**src/rtl/itr_pkg.sv**
```systemverilog
package itr_pkg;

   localparam int VALUE_WIDTH  = 32;
   localparam int RADIX_WIDTH  = 6;
   localparam int CHAR_WIDTH   = 7;
   localparam int DIGIT_WIDTH  = 6;
   localparam int STACK_DEPTH  = VALUE_WIDTH;
   localparam int BIT_WIDTH    = $clog2(VALUE_WIDTH);
   localparam int DEPTH_WIDTH  = $clog2(STACK_DEPTH + 1);
   localparam int QUEUE_DEPTH  = 2;

   localparam logic [RADIX_WIDTH-1:0] RADIX_MIN    = RADIX_WIDTH'(2);
   localparam logic [RADIX_WIDTH-1:0] RADIX_MAX    = RADIX_WIDTH'(36);
   localparam logic [RADIX_WIDTH-1:0] RADIX_SIGNED = RADIX_WIDTH'(10);

   localparam logic [CHAR_WIDTH-1:0] CHAR_NUL   = CHAR_WIDTH'(0);
   localparam logic [CHAR_WIDTH-1:0] CHAR_MINUS = CHAR_WIDTH'(45);
   localparam logic [CHAR_WIDTH-1:0] CHAR_ZERO  = CHAR_WIDTH'(48);
   localparam logic [CHAR_WIDTH-1:0] CHAR_ALPHA = CHAR_WIDTH'(87);

   typedef struct packed {
      logic signed [VALUE_WIDTH-1:0] value;
      logic [RADIX_WIDTH-1:0]        radix;
   } req_beat_type;

   typedef struct packed {
      logic [CHAR_WIDTH-1:0] character;
      logic                  last;
   } rsp_beat_type;

   typedef struct packed {
      logic [VALUE_WIDTH-1:0] mag;
      logic [RADIX_WIDTH-1:0] radix;
      logic                   neg;
      logic                   ok;
   } job_type;

   function automatic logic [CHAR_WIDTH-1:0] digit_char(input logic [DIGIT_WIDTH-1:0] d);
      logic [CHAR_WIDTH-1:0] dx;
      dx = CHAR_WIDTH'(d);
      if (d < DIGIT_WIDTH'(10)) begin
         return CHAR_ZERO + dx;
      end
      return CHAR_ALPHA + dx;
   endfunction

endpackage

```
**src/rtl/itr_front.sv**
```systemverilog
module itr_front (
   input  logic                 start,
   input  logic                 busy,
   input  itr_pkg::req_beat_type req_beat,
   output logic                 push,
   output itr_pkg::job_type     job
);

   localparam int VW = itr_pkg::VALUE_WIDTH;
   localparam logic [VW-1:0] ONE_V = VW'(1);

   logic [VW-1:0] raw;
   logic          ok;
   logic          neg;

   assign raw  = req_beat.value;
   assign ok   = (req_beat.radix >= itr_pkg::RADIX_MIN) && (req_beat.radix <= itr_pkg::RADIX_MAX);
   assign neg  = ok && (req_beat.radix == itr_pkg::RADIX_SIGNED) && raw[VW-1];
   assign push = start && !busy;

   always_comb begin
      job.mag   = neg ? (~raw + ONE_V) : raw;
      job.radix = req_beat.radix;
      job.neg   = neg;
      job.ok    = ok;
   end

endmodule

```
**src/rtl/itr_queue.sv**
```systemverilog
module itr_queue #(
   parameter int DEPTH = itr_pkg::QUEUE_DEPTH
) (
   input  logic             clock,
   input  logic             reset,
   input  logic             push,
   input  itr_pkg::job_type push_job,
   input  logic             pop,
   output logic             full,
   output logic             not_empty,
   output itr_pkg::job_type head_job
);

   localparam int PTR_W = (DEPTH > 1) ? $clog2(DEPTH) : 1;
   localparam int CNT_W = $clog2(DEPTH + 1);
   localparam logic [PTR_W-1:0] PTR_LAST = PTR_W'(DEPTH - 1);
   localparam logic [CNT_W-1:0] CNT_FULL = CNT_W'(DEPTH);
   localparam logic [CNT_W-1:0] CNT_ONE  = CNT_W'(1);

   itr_pkg::job_type entry_ff [DEPTH];
   logic [PTR_W-1:0] wr_ptr_ff, wr_ptr_in;
   logic [PTR_W-1:0] rd_ptr_ff, rd_ptr_in;
   logic [CNT_W-1:0] count_ff, count_in;

   assign full      = (count_ff == CNT_FULL);
   assign not_empty = (count_ff != '0);
   assign head_job  = entry_ff[rd_ptr_ff];

   always_comb begin
      wr_ptr_in = wr_ptr_ff;
      rd_ptr_in = rd_ptr_ff;
      count_in  = count_ff;
      if (push) begin
         wr_ptr_in = (wr_ptr_ff == PTR_LAST) ? '0 : wr_ptr_ff + PTR_W'(1);
      end
      if (pop) begin
         rd_ptr_in = (rd_ptr_ff == PTR_LAST) ? '0 : rd_ptr_ff + PTR_W'(1);
      end
      if (push && !pop) begin
         count_in = count_ff + CNT_ONE;
      end else if (pop && !push) begin
         count_in = count_ff - CNT_ONE;
      end
   end

   always_ff @(posedge clock) begin
      if (reset) begin
         wr_ptr_ff <= '0;
         rd_ptr_ff <= '0;
         count_ff  <= '0;
      end else begin
         wr_ptr_ff <= wr_ptr_in;
         rd_ptr_ff <= rd_ptr_in;
         count_ff  <= count_in;
      end
   end

   always_ff @(posedge clock) begin
      if (push) begin
         entry_ff[wr_ptr_ff] <= push_job;
      end
   end

endmodule

```
**src/rtl/itr_back.sv**
```systemverilog
module itr_back (
   input  logic                  clock,
   input  logic                  reset,
   input  logic                  job_valid,
   input  itr_pkg::job_type      job,
   output logic                  pop,
   output logic                  rsp_strobe,
   output itr_pkg::rsp_beat_type rsp_beat
);

   localparam int VW  = itr_pkg::VALUE_WIDTH;
   localparam int RW  = itr_pkg::RADIX_WIDTH;
   localparam int DW  = itr_pkg::DIGIT_WIDTH;
   localparam int BW  = itr_pkg::BIT_WIDTH;
   localparam int NW  = itr_pkg::DEPTH_WIDTH;
   localparam int SD  = itr_pkg::STACK_DEPTH;
   localparam logic [BW-1:0] BIT_LAST = BW'(VW - 1);
   localparam logic [NW-1:0] DEPTH_ONE = NW'(1);

   typedef enum logic [2:0] {
      ST_IDLE,
      ST_DIVIDE,
      ST_SIGN,
      ST_EMIT,
      ST_TERM
   } state_type;

   state_type             state_ff;
   logic [VW-1:0]         work_ff;
   logic [DW-1:0]         rem_ff;
   logic [RW-1:0]         radix_ff;
   logic                  neg_ff;
   logic [BW-1:0]         bit_ff;
   logic [NW-1:0]         depth_ff;
   logic [DW-1:0]         stack_ff [SD];
   logic                  rsp_strobe_ff;
   itr_pkg::rsp_beat_type rsp_beat_ff;

   logic [DW:0]   shifted;
   logic          ge;
   logic [DW:0]   rem_step;
   logic [VW-1:0] work_step;
   logic          digit_done;
   logic          do_push;
   logic          do_pop;

   assign shifted    = {rem_ff, work_ff[VW-1]};
   assign ge         = (shifted >= {1'b0, radix_ff});
   assign rem_step   = ge ? (shifted - {1'b0, radix_ff}) : shifted;
   assign work_step  = {work_ff[VW-2:0], ge};
   assign digit_done = (state_ff == ST_DIVIDE) && (bit_ff == BIT_LAST);
   assign do_push    = digit_done;
   assign do_pop     = (state_ff == ST_EMIT);
   assign pop        = (state_ff == ST_IDLE) && job_valid;
   assign rsp_strobe = rsp_strobe_ff;
   assign rsp_beat   = rsp_beat_ff;

   always_ff @(posedge clock) begin
      if (reset) begin
         state_ff      <= ST_IDLE;
         rsp_strobe_ff <= 1'b0;
         depth_ff      <= '0;
      end else begin
         rsp_strobe_ff <= 1'b0;
         unique case (state_ff)
            ST_IDLE: begin
               if (job_valid) begin
                  work_ff  <= job.mag;
                  radix_ff <= job.radix;
                  neg_ff   <= job.neg;
                  rem_ff   <= '0;
                  bit_ff   <= '0;
                  depth_ff <= '0;
                  if (job.ok) begin
                     state_ff <= ST_DIVIDE;
                  end else begin
                     rsp_strobe_ff         <= 1'b1;
                     rsp_beat_ff.character <= itr_pkg::CHAR_NUL;
                     rsp_beat_ff.last      <= 1'b1;
                  end
               end
            end
            ST_DIVIDE: begin
               work_ff <= work_step;
               if (digit_done) begin
                  rem_ff   <= '0;
                  bit_ff   <= '0;
                  depth_ff <= depth_ff + DEPTH_ONE;
                  if (work_step == '0) begin
                     state_ff <= neg_ff ? ST_SIGN : ST_EMIT;
                  end
               end else begin
                  rem_ff <= rem_step[DW-1:0];
                  bit_ff <= bit_ff + BW'(1);
               end
            end
            ST_SIGN: begin
               rsp_strobe_ff         <= 1'b1;
               rsp_beat_ff.character <= itr_pkg::CHAR_MINUS;
               rsp_beat_ff.last      <= 1'b0;
               state_ff              <= ST_EMIT;
            end
            ST_EMIT: begin
               rsp_strobe_ff         <= 1'b1;
               rsp_beat_ff.character <= itr_pkg::digit_char(stack_ff[0]);
               rsp_beat_ff.last      <= 1'b0;
               depth_ff              <= depth_ff - DEPTH_ONE;
               if (depth_ff == DEPTH_ONE) begin
                  state_ff <= ST_TERM;
               end
            end
            ST_TERM: begin
               rsp_strobe_ff         <= 1'b1;
               rsp_beat_ff.character <= itr_pkg::CHAR_NUL;
               rsp_beat_ff.last      <= 1'b1;
               state_ff              <= ST_IDLE;
            end
            default: begin
               state_ff <= ST_IDLE;
            end
         endcase
      end
   end

   always_ff @(posedge clock) begin
      if (do_push) begin
         stack_ff[0] <= rem_step[DW-1:0];
         for (int i = 1; i < SD; i++) begin
            stack_ff[i] <= stack_ff[i-1];
         end
      end else if (do_pop) begin
         for (int i = 0; i < SD - 1; i++) begin
            stack_ff[i] <= stack_ff[i+1];
         end
         stack_ff[SD-1] <= '0;
      end
   end

endmodule

```
**src/rtl/integer_to_radix_text.sv**
```systemverilog
// Channel   Direction  Handshake           Beat
// request   in         start, busy         req_beat: value, radix
// response  out        rsp_strobe          rsp_beat: character, last
//
// Each digit is worked out on a restoring bit-serial divider.
// With the sequencer idle, a bad radix passes the queue register and then the
// sequencer's response register before its terminator goes out.
// Reset is synchronous and clears the queue and the sequencer.
// Busy rises only while the queue in front of the divider (two entries by default) is full.
// Characters of one run leave on consecutive cycles and cannot be held off.
module integer_to_radix_text #(
   parameter int QUEUE_DEPTH = itr_pkg::QUEUE_DEPTH
) (
   input  logic                  clock,
   input  logic                  reset,
   input  logic                  start,
   output logic                  busy,
   input  itr_pkg::req_beat_type req_beat,
   output logic                  rsp_strobe,
   output itr_pkg::rsp_beat_type rsp_beat
);

   logic             push;
   itr_pkg::job_type push_job;
   logic             pop;
   logic             full;
   logic             not_empty;
   itr_pkg::job_type head_job;

   assign busy = full;

   itr_front u_front (
      .start    (start),
      .busy     (busy),
      .req_beat (req_beat),
      .push     (push),
      .job      (push_job)
   );

   itr_queue #(
      .DEPTH (QUEUE_DEPTH)
   ) u_queue (
      .clock     (clock),
      .reset     (reset),
      .push      (push),
      .push_job  (push_job),
      .pop       (pop),
      .full      (full),
      .not_empty (not_empty),
      .head_job  (head_job)
   );

   itr_back u_back (
      .clock      (clock),
      .reset      (reset),
      .job_valid  (not_empty),
      .job        (head_job),
      .pop        (pop),
      .rsp_strobe (rsp_strobe),
      .rsp_beat   (rsp_beat)
   );

   a_run_contiguous : assert property (@(posedge clock) disable iff (reset)
      rsp_strobe && !rsp_beat.last |=> rsp_strobe)
      else $error("Response run broke before its last beat.");

   a_last_is_nul : assert property (@(posedge clock) disable iff (reset)
      rsp_strobe |-> (rsp_beat.last == (rsp_beat.character == itr_pkg::CHAR_NUL)))
      else $error("Terminator and last flag disagree.");

   a_reset_quiet : assert property (@(posedge clock)
      reset |=> !rsp_strobe && !busy)
      else $error("Outputs active right after reset.");

endmodule
```
**config.mk**
```make
export PLATFORM = sky130hd
export DESIGN_NAME = integer_to_radix_text
export DESIGN_NICKNAME = d
export VERILOG_FILES = /design/src/rtl/itr_pkg.sv /design/src/rtl/itr_front.sv /design/src/rtl/itr_queue.sv /design/src/rtl/itr_back.sv /design/src/rtl/integer_to_radix_text.sv
export SDC_FILE = /design/constraint.sdc
export NUM_CORES = 1
export LEC_CHECK = 0
export BUFFER_PORTS_ARGS = -buffer_cell sky130_fd_sc_hd__buf_2
export CORE_MARGIN = 2
export CORE_UTILIZATION = 62
export CTS_CLUSTER_DIAMETER = 60
export DETAILED_ROUTE_END_ITERATION = 6
export HOLD_SLACK_MARGIN = 0.08
export MAX_ROUTING_LAYER = met4
export PLACE_DENSITY_LB_ADDON = 0.15
export SETUP_SLACK_MARGIN = 0.2
export SLEW_MARGIN = 15
export SYNTH_ARGS = -nofsm -noshare
export SYNTH_HDL_FRONTEND = slang
export SYNTH_SLANG_ARGS = --single-unit
```
**constraint.sdc**
```tcl
create_clock -name clock -period 13.7 [get_ports clock]
set_input_delay 2.74 -clock clock [delete_from_list [all_inputs] [get_ports clock]]
set_output_delay 2.74 -clock clock [all_outputs]
set_load 0.02 [all_outputs]
```
== After elaboration in Yosys (flattened, before gate mapping) ==
Memories as Yosys holds them, arrays and structs flattened. A register that Yosys moved wholly into a read port is not among the register bits.
Cells that the tools add are included.
Widths: inputs -> output; s select.

* Memory bits (writable): 272
* Logic and storage cells: 177
* Input port bits: 41
* Bits in registers: 72
* Output and inout port bits: 10
* Memories kept: 2

* Magnitude comparators: 4
* Bitwise operators: 34
* Eq/ne operators: 14
* Muxes and demuxes: 75
* Reduce and logical (&&, ||, !) cells: 24
* Add/subtract/negate cells: 11

{| class="wikitable"
|+ Memories
! memory !! depth !! width !! rd ports !! clocked after Yosys merged registers in !! wr ports !! RTL line !! RTL
|-
| u_back.stack_ff || 32 || 6 || 32 || 0 || 32 || itr_back.sv:35 || <nowiki>logic [DW-1:0] stack_ff [SD];</nowiki>
|-
| u_queue.entry_ff || 2 || 40 || 1 || 1 || 1 || itr_queue.sv:20 || <nowiki>itr_pkg::job_type entry_ff [DEPTH];</nowiki>
|}

{| class="wikitable"
|+ Operators with widths
! kind !! count
|-
| $mux 6 || 36
|-
| $mux 32 || 2
|-
| $pmux 32 s2 || 1
|-
| $add 32x1->32 const B || 1
|-
| $logic_not 32->1 || 1
|-
| $not 32->32 || 1
|-
| $or 1x1->1 || 32
|-
| $pmux 8 s4 || 1
|-
| $pmux 6 s3 || 1
|-
| $mux 1 || 17
|-
| $mux 8 || 2
|-
| $mux 3 || 5
|-
| $mux 7 || 2
|-
| $pmux 3 s4 || 1
|-
| $pmux 6 s2 || 1
|-
| $mux 5 || 2
|-
| $pmux 5 s2 || 1
|-
| $reduce_and 3->1 || 3
|-
| $logic_and 1x1->1 || 8
|-
| $ne 2x2->1 const B || 4
|-
| $add 6x6->7 const A || 1
|-
| $add 7x6->7 const A || 1
|-
| $ge 7x6->1 || 1
|-
| $add 6x1->6 const B || 1
|-
| other kinds (28) || 36
|}

== Depth between registers and ports, before layout ==
Gate-level depths: netlist of the first run.

* Depth in word-level cells: 7
* Mapped depth: 9
* Depth with buffers taken out: 8

== Modules after synthesis ==
From an unflattened synthesis of the first run, not the netlist that was laid out.

* Cell total of the unflattened synthesis: 1428
* Area, all modules: 15620.0 um2

{| class="wikitable"
|+ By module, submodules not included
! module !! times used !! cells each !! area an instance (um2) !! seq. area each (um2)
|-
| itr_back || 1 || 1162 || 11680.0 || 7707.4
|-
| itr_queue || 1 || 146 || 3083.0 || 2502.4
|-
| itr_front || 1 || 120 || 857.1 || 0.0
|}

== Worst setup path before layout of the first run ==
No wires, ideal clock.

* Path kind: input-to-reg
* Start: input reset
* End: register u_back.bit_ff[0] (enable)
* Setup time: 0.675 ns
* Slack: 3.297 ns
* Buffers on the path: 1
* Stages on the path: 2
* Arrival time: 9.728 ns
* Required time: 13.025 ns
* Cells stage by stage: clkbuf_1 a2111oi_0

* Word-level cells in the longest chain between the ends: 2

{| class="wikitable"
|+ RTL lines
! element !! RTL line !! RTL
|-
| start: declaration || integer_to_radix_text.sv:15 || <nowiki>input logic reset,</nowiki>
|-
| $not 1->1 (no source line) || -- ||
|-
| $reduce_and 3->1 (no source line) || -- ||
|-
| end signal: assignment || itr_back.sv:94 || <nowiki>bit_ff <= bit_ff + BW'(1);</nowiki>
|-
| end: declaration || itr_back.sv:33 || <nowiki>logic [BW-1:0] bit_ff;</nowiki>
|}

Every way passes these cells.
A chain may end at the register's enable or synchronous reset.

==> impl_metrics.json, run 1 <==
{
  "ys_warn_count": 0,
  "swShare": 0.2575,
  "seq_area_frac_synth": 0.6717,
  "fin_skew_ps": 12.74,
  "start_util": 0.6287,
  "regArea_um2": 10210,
  "power_leakage_uw": 0.006133,
  "drcViolationCount": 0,
  "hold_path_depth": 2,
  "switchingPower_uw": 699.1,
  "synth.area.top_cells": "edfxtp_1, nand2_1, mux2_2",
  "root_buffer": "clkbuf_16",
  "critPathTopFamily": "simple AND/OR/NAND/NOR gates",
  "post_cts_buffers": 0,
  "vias_per_cell": 5.627,
  "synth-seq-cells": 345,
  "grt_max_degree": 115,
  "first_iter_violations": 728,
  "fin_nets": 1312,
  "setup_tns_ps": 0,
  "async_flop_share": 0,
  "cp-end-kind": "flop",
  "synth_most_common_cell": "nand2_1",
  "numCtsBuffers": 36,
  "drt_wl_total_um": 25130,
  "fin_crit_sh": 0.3356,
  "max_clock_freq_ghz": 0.2175,
  "ys_types": 53,
  "start_kind": "input pin",
  "slew_violations": 0,
  "gr-total-overflow": 0,
  "reg2reg_from": "u_back.bit_ff[0]",
  "drive_gt1_frac": 0.1616,
  "r2r_cells": 7,
  "synthesis.nets": 1273,
  "globalplace.congestion": 0.8693,
  "synth_common_cells": "nand2_1, edfxtp_1, mux2_2, o21ai_0, clkbuf_1",
  "die_h_um": 160.6,
  "cts_sinks": 345,
  "rrSetupSlack_ps": 9700,
  "hp-class": "flop to flop",
  "maxCapViolCount": 0,
  "cts.htree.levels": 2,
  "grt_usage": 0.2047,
  "cp_max_fo": 4,
  "cts_tree": "done",
  "finalPower_uw": 2715,
  "dieArea_um2": 25780,
  "hold_start": "u_back.depth_ff[5]",
  "clk_latency_ps": 500,
  "antenna_found_initial": 0,
  "tightest_slew_ps": 1139,
  "ant_nets": 0,
  "min_to": "u_back.depth_ff[5]",
  "grt_pass1_wl_um": 42150,
  "cpMaxStageDelayCell": "nor4_1",
  "r2r-end": "u_back.stack_ff[0][31]",
  "slew-limit-headroom": 0.2404,
  "dieWidth_um": 160.6,
  "cts_resized": 0,
  "holdBufCountCts": 0,
  "required_ps": 13930,
  "power.density_nw_per_um2": 161.4,
  "syn_inst": 1214,
  "io_buffers": 50,
  "synth_top_area_frac": 0.6520,
  "ioPinCount": 51,
  "fin_crit_ps": 4598,
  "avgSynthCellArea_um2": 12.52,
  "cts_buffer_depth": 3,
  "synth-edff-count": 330,
  "power.internal_uw": 2016,
  "path_clk_slew_ps": 60,
  "ir_drop_v": 0.0001466,
  "grt_pass1_vias": 8811,
  "cp_cell_sequence": "buf_2, or4_4, or3_4, nor4_1, a21oi_1, xor2_1",
  "worst-path-buf-inv": 1,
  "combPwrFrac": 0.162,
  "arrival_ps": 4830,
  "whs_ps": 485.1,
  "area_growth_pct": 10.66,
  "synth_area_um2": 15200,
  "status": "complete, no violations",
  "seqPwrFrac": 0.507,
  "num_rows": 57,
  "routedWlPerCell_um": 15.72,
  "crit_type": "input pin to flop",
  "core_um2": 24180,
  "multi_input_area_um2": 4716,
  "rsz0062_at_grt": "false",
  "diodes": 0,
  "cpPeakStageDelay_ps": 670,
  "dp_hpwl_um": 15370,
  "p_clk_frac": 0.332,
  "hold_violations": 0,
  "num_vias": 8997,
  "fin_util": 0.6957,
  "setup_violations": 0,
  "synth_top_area_cell": "edfxtp_1",
  "firstDrtPassIters": 5,
  "synth-main-ff-cell": "edfxtp_1",
  "fillers": 1670
}
==> state kept, by name, indices dropped and copies added, names as in the netlist, 2 cells and up, named ones only <==
name,count
u_back.radix_ff,6
u_back.stack_ff,192
u_back.state_ff,3
u_back.bit_ff,5
u_queue.count_ff,2
u_back.depth_ff,6
u_queue.entry_ff,80
u_back.rem_ff,6
u_back.rsp_beat,8
u_back.work_ff,32
==> final cells by class <==
class | count | share of cell area
tap | 324 | 0.02410
clock inverter | 15 | 0.007141
clock buffer | 45 | 0.05683
inverter | 25 | 0.005579
multi-input combinational | 786 | 0.2804
sequential | 345 | 0.6071
timing repair buffer | 59 | 0.01889
==> cell families after synthesis <==
group           share of synthesized area
compound gates                    0.04840
xor+xnor                          0.02478
fa+ha+maj                         0.01531
buf+inv                           0.02074
flops                              0.6717
mux                               0.08874
simple gates                       0.1303
==> power groups by stage <==
stage	logic, uW	clock network, uW	registers [uW]
2_1_floorplan	334	0	1390
3_3_place_gp	429	0	1390
3_5_place_dp	442	0	1400
4_1_cts	444	921	1380
5_1_grt	494	964	1390
6_report	438	901	1380
==> worst max-delay path by stage <==
stage | from | end | slack [ps] | cells past startpoint
finish | req_beat[18] | u_queue.entry_ff[0][32] | 9100 | 6
global placement | req_beat[18] | u_queue.entry_ff[0][34] | 8650 | 6
CTS | req_beat[18] | u_queue.entry_ff[0][32] | 9160 | 6
global route | req_beat[10] | u_queue.entry_ff[1][32] | 9010 | 6
detailed placement | req_beat[18] | u_queue.entry_ff[0][32] | 8630 | 6
floorplan | reset | u_back.bit_ff[0] | 3300 | 2
==> worst min-delay path, delay by kind of cell, from the launching register on <==
family	cells	cell delay (ps)
AO/OA/AOI/OAI	2	120
flip-flops	1	320
==> layer usage <==
metal / global-route usage / part of all wire
met3: 0.03073 / 0.042
met5: - / 0
met4: 0.05201 / 0.017
met2: 0.3246 / 0.48
met1: 0.2831 / 0.46
==> cells in the final DEF, fill, tap and decap left out, drive strengths merged, types with 7 or more instances in the layout <==
cell type	instances
a21oi	35
and3	12
buf	59
clkbuf	45
clkinv	13
dfxtp	15
edfxtp	330
ha	17
inv	25
mux2	86
mux2i	38
nand2	353
nand3	7
nor2	49
nor3	12
nor4	11
o21ai	55
or3	8
xnor2	18
xor2	25
==> through the flow <==
step / std cells / setup slack, ps / cell area (um^2)
final: 1599 / 9102 / 16820
after global routing: 1599 / 9006 / 16820
after CTS: 1599 / 9157 / 16820
after detailed placement: 1539 / 8630 / 15740
after global placement: 1539 / 8652 / 15740
after floorplan: 1214 / 3297 / 15200
Power figures use the tool's default switching activity.
==> run 2, diff against run 1 <==
==> constraint.sdc (replaced) <==
create_clock -name clock -period 4.5 [get_ports clock]
set_input_delay 0.9 -clock clock [delete_from_list [all_inputs] [get_ports clock]]
set_output_delay 0.9 -clock clock [all_outputs]
set_load 0.02 [all_outputs]
==> impl_metrics.json, run 2 (same netlist as run 1, synthesis figures left out) <==
{
  "status": "complete, no violations",
  "numCtsBuffers": 36,
  "slew_violations": 0,
  "gr-total-overflow": 0,
  "fin_crit_sh": 0.6177,
  "dp_hpwl_um": 15380,
  "firstDrtPassIters": 5,
  "power.internal_uw": 6340,
  "p_clk_frac": 0.348,
  "largest_reg_flops": 192,
  "area_growth_pct": 11.60,
  "top_regs": "u_back.stack_ff x192, u_queue.entry_ff x80, u_back.work_ff x32",
  "hold_violations": 0,
  "drive_gt1_frac": 0.1642,
  "holdBufCountCts": 0,
  "setup_tns_ps": 0,
  "rsz0062_at_grt": "false",
  "tightest_slew_ps": 1075,
  "cts_buffer_depth": 3,
  "placed_cell_area_um2": 15800,
  "drcViolationCount": 0,
  "maxCapViolCount": 0,
  "vias_per_cell": 5.581,
  "die_h_um": 160.6,
  "grt_pass1_vias": 8730,
  "hp-class": "flop to flop",
  "power_leakage_uw": 0.006191,
  "post_cts_buffers": 0,
  "swShare": 0.2532,
  "antenna_found_initial": 0,
  "root_buffer": "clkbuf_16",
  "dieWidth_um": 160.6,
  "cts_resized": 0,
  "drt_wl_total_um": 25630,
  "fin_crit_ps": 2780,
  "seqPwrFrac": 0.494,
  "first_iter_violations": 831,
  "cp-end-kind": "flop",
  "ant_nets": 0,
  "regMostFlops": "u_back.stack_ff",
  "fin_util": 0.7016,
  "whs_ps": 477.1,
  "cts_tree": "done",
  "final_cell_mix": "nand2_1, edfxtp_1, mux2_2",
  "power.density_nw_per_um2": 500.5,
  "num_rows": 57,
  "cts_sinks": 345,
  "path_clk_slew_ps": 60,
  "arrival_ps": 2960,
  "stdcell_area_um2": 16960,
  "clk_latency_ps": 500,
  "max_clock_freq_ghz": 0.3597,
  "layout_commonest_cell": "nand2_1",
  "num_vias": 8946,
  "dieArea_um2": 25780,
  "ir_drop_v": 0.0003985,
  "ioPinCount": 51,
  "combPwrFrac": 0.158,
  "crit_type": "flop to flop",
  "start_kind": "flop",
  "routedWlPerCell_um": 15.99,
  "grt_max_degree": 111,
  "slew-limit-headroom": 0.2834,
  "switchingPower_uw": 2150,
  "cts.htree.levels": 2,
  "required_ps": 4680,
  "grt_usage": 0.2083,
  "grt_pass1_wl_um": 42500,
  "setup_violations": 0,
  "cp_max_fo": 62,
  "fin_skew_ps": 13.74,
  "fin_nets": 1314,
  "io_buffers": 50,
  "globalplace.congestion": 0.8774,
  "core_um2": 24180,
  "diodes": 0,
  "start_util": 0.6287
}
[run 2: cell type report]
cell class | count | area (um^2)
tap | 324 | 405.4
inverter | 25 | 93.84
fill | 1659 | 7214
clock inverter | 13 | 185.2
multi-input combinational | 786 | 4728
timing repair buffer | 61 | 357.8
clock buffer | 49 | 980.9
sequential | 345 | 10210
[run 2: through the flow]
step           worst slack, ps  std cells  total power [uW]
4_1_cts                   1706       1603              8566
3_5_place_dp              1252       1541              5596
6_report                  1720       1603              8490
3_3_place_gp              1331       1541              5539
2_1_floorplan            228.5       1214              5231
5_1_grt                   1508       1603              8888
[run 2: power by group through the flow]
| stage | clock network, uW | logic [uW] | registers (uW) |
|---|---|---|---|
| 2_1_floorplan | 0 | 1030 | 4200 |
| 3_3_place_gp | 0 | 1300 | 4240 |
| 3_5_place_dp | 0 | 1340 | 4250 |
| 4_1_cts | 3020 | 1350 | 4190 |
| 5_1_grt | 3150 | 1510 | 4230 |
| 6_report | 2950 | 1340 | 4200 |
[run 2: layer usage]
| layer | GRT usage | wire [um] |
|---|---|---|
| met2 | 0.3243 | 12300 |
| met1 | 0.2908 | 11880 |
| met4 | 0.06061 | 531 |
| met3 | 0.03022 | 921 |
| met5 | - | 0 |
[run 2: final timing paths]
kind / from / to / slack, ps / cells after the start
max: u_back.bit_ff[0] / u_back.stack_ff[3][13] / 1720 / 7
min: u_back.depth_ff[5] / u_back.depth_ff[5] / 480 / 2
max reg2reg: u_back.bit_ff[0] / u_back.stack_ff[3][13] / 1720 / 7
min reg2reg: u_back.depth_ff[5] / u_back.depth_ff[5] / 480 / 2
[run 2: worst max-delay path: stages, from the launching register on]
cell      delay [ps]
edfxtp_1         380
ha_1             200
and3_1           160
ha_1             140
buf_4            210
and2_4           180
or2_4            680
buf_4            440
==> run 3, diff against run 2 <==
==> constraint.sdc (replaced) <==
create_clock -name clock -period 2.8 [get_ports clock]
set_input_delay 0.56 -clock clock [delete_from_list [all_inputs] [get_ports clock]]
set_output_delay 0.56 -clock clock [all_outputs]
set_load 0.02 [all_outputs]
==> impl_metrics.json, run 3 (same netlist as run 1, synthesis figures left out) <==
{
  "hold_start": "req_beat[0]",
  "antenna_found_initial": 0,
  "maxCapViolCount": 0,
  "crit_top_cell": "ha_1",
  "rsz0062_at_grt": "false",
  "firstDrtPassIters": 5,
  "area_growth_pct": 12.03,
  "grt_max_degree": 116,
  "setup_violations": 0,
  "cts_tree": "done",
  "globalplace.congestion": 0.8404,
  "power_leakage_uw": 0.006214,
  "grt_usage": 0.2090,
  "fin_skew_ps": 12.12,
  "cp_cell_sequence": "ha_1, and3_1, ha_1, and2_4, buf_12, mux2_2",
  "io_buffers": 50,
  "path_clk_slew_ps": 60,
  "required_ps": 3040,
  "gr-total-overflow": 0,
  "status": "complete, no violations",
  "hold_violations": 0,
  "placed_cell_area_um2": 15970,
  "cpMaxStageDelayCell": "mux2_2",
  "arrival_ps": 2500,
  "start_kind": "flop",
  "num_rows": 57,
  "drive_gt1_frac": 0.1658,
  "die_h_um": 160.6,
  "ioPinCount": 51,
  "cts.htree.levels": 2,
  "dp_hpwl_um": 15830,
  "cts_buffer_depth": 3,
  "combPwrFrac": 0.165,
  "reg2reg_from": "u_back.bit_ff[0]",
  "core_um2": 24180,
  "p_clk_frac": 0.327,
  "final_cell_mix": "nand2_1, edfxtp_1, mux2_2",
  "num_vias": 9000,
  "seqPwrFrac": 0.508,
  "drcViolationCount": 0,
  "grt_pass1_wl_um": 42720,
  "fin_util": 0.7043,
  "fin_crit_sh": 0.8049,
  "drt_wl_total_um": 25370,
  "cpPeakStageDelay_ps": 400,
  "cp-end-kind": "flop",
  "diodes": 0,
  "tightest_slew_ps": 664.4,
  "grt_pass1_vias": 8831,
  "dieWidth_um": 160.6,
  "layout_commonest_cell": "nand2_1",
  "top_regs": "u_back.stack_ff x192, u_queue.entry_ff x80, u_back.work_ff x32",
  "fillers": 1683,
  "cts_resized": 0,
  "dieArea_um2": 25780,
  "fin_crit_ps": 2254,
  "routedWlPerCell_um": 15.71,
  "dp.cells": 1552,
  "clk_latency_ps": 510,
  "start_util": 0.6287,
  "ir_drop_v": 0.0005110,
  "slew_violations": 0,
  "root_buffer": "clkbuf_16",
  "power.internal_uw": 9842,
  "regMostFlops": "u_back.stack_ff",
  "post_cts_buffers": 0,
  "largest_reg_flops": 192,
  "vias_per_cell": 5.573,
  "slew-limit-headroom": 0.5570,
  "stdcell_area_um2": 17030,
  "crit_type": "flop to flop",
  "numCtsBuffers": 37,
  "startpoint": "u_back.bit_ff[0]",
  "max_clock_freq_ghz": 0.4437,
  "holdBufCountCts": 0,
  "ant_nets": 0,
  "swShare": 0.2584,
  "stdcell_count": 1615,
  "switchingPower_uw": 3429,
  "fin_nets": 1326,
  "first_iter_violations": 724,
  "cp_max_fo": 78,
  "power.density_nw_per_um2": 779.3,
  "hp-class": "input pin to flop",
  "cts_sinks": 345
}
-- run 3: cell count changes in the layout (fill, tap and decap cells not counted), sizes merged --
cell    delta
buf       +11
bufinv     -4
clkinv     +4
clkbuf     +1
-- run 3: final timing paths --
kind / endpoint / slack (ps) / depth (start not counted)
setup reg to reg: u_back.stack_ff[2][25] / 550 / 6
setup / recovery: u_back.stack_ff[2][25] / 550 / 6
hold reg to reg: u_back.depth_ff[5] / 490 / 2
hold / removal: u_queue.entry_ff[1][2] / 270 / 1
-- run 3: metal layers --
layer  vias up  share of wire  GRT usage
li1       4445              -          -
met1      4344           0.46     0.2836
met2       165           0.48     0.3323
met3        46          0.040    0.03461
met4         0          0.021    0.05856
met5         -              0          -
-- run 3: metrics by stage --
stage	hold WS (ps)	power [uW]	setup slack [ps]	setup TNS [ps]
final	267.4	13270	546.2	0
after global routing	263.2	13900	382.5	0
after CTS	249.1	13400	531.3	0
after detailed placement	473.7	9042	105.0	0
after global placement	459.2	8973	119.2	0
after floorplan	447.4	8407	-242.7	-46760
-- run 3: area by class of cell --
class,instances,area [um^2],area share
Sequential cell,345,10210,0.5996
Timing Repair Buffer,72,528.0,0.03101
Multi-Input combinational cell,786,4733,0.2780
Inverter,25,93.84,0.005511
Clock inverter,13,82.58,0.004849
Tap cell,324,405.4,0.02381
Clock buffer,50,974.7,0.05724
-- run 3: worst max-delay path, delay by kind of cell (launching register included) --
| family | cells | cell delay, ps |
|---|---|---|
| mux | 1 | 400 |
| simple gates | 2 | 360 |
| buf+inv | 1 | 320 |
| flops | 1 | 380 |
| fa+ha+maj | 2 | 470 |
-- run 3: power by group through the flow --
stage / clock network [uW] / logic (uW) / registers (uW)
finish: 4350 / 2190 / 6740
global route: 4630 / 2470 / 6800
CTS: 4440 / 2220 / 6740
detailed placement: 0 / 2200 / 6840
global placement: 0 / 2160 / 6810
floorplan: 0 / 1660 / 6750
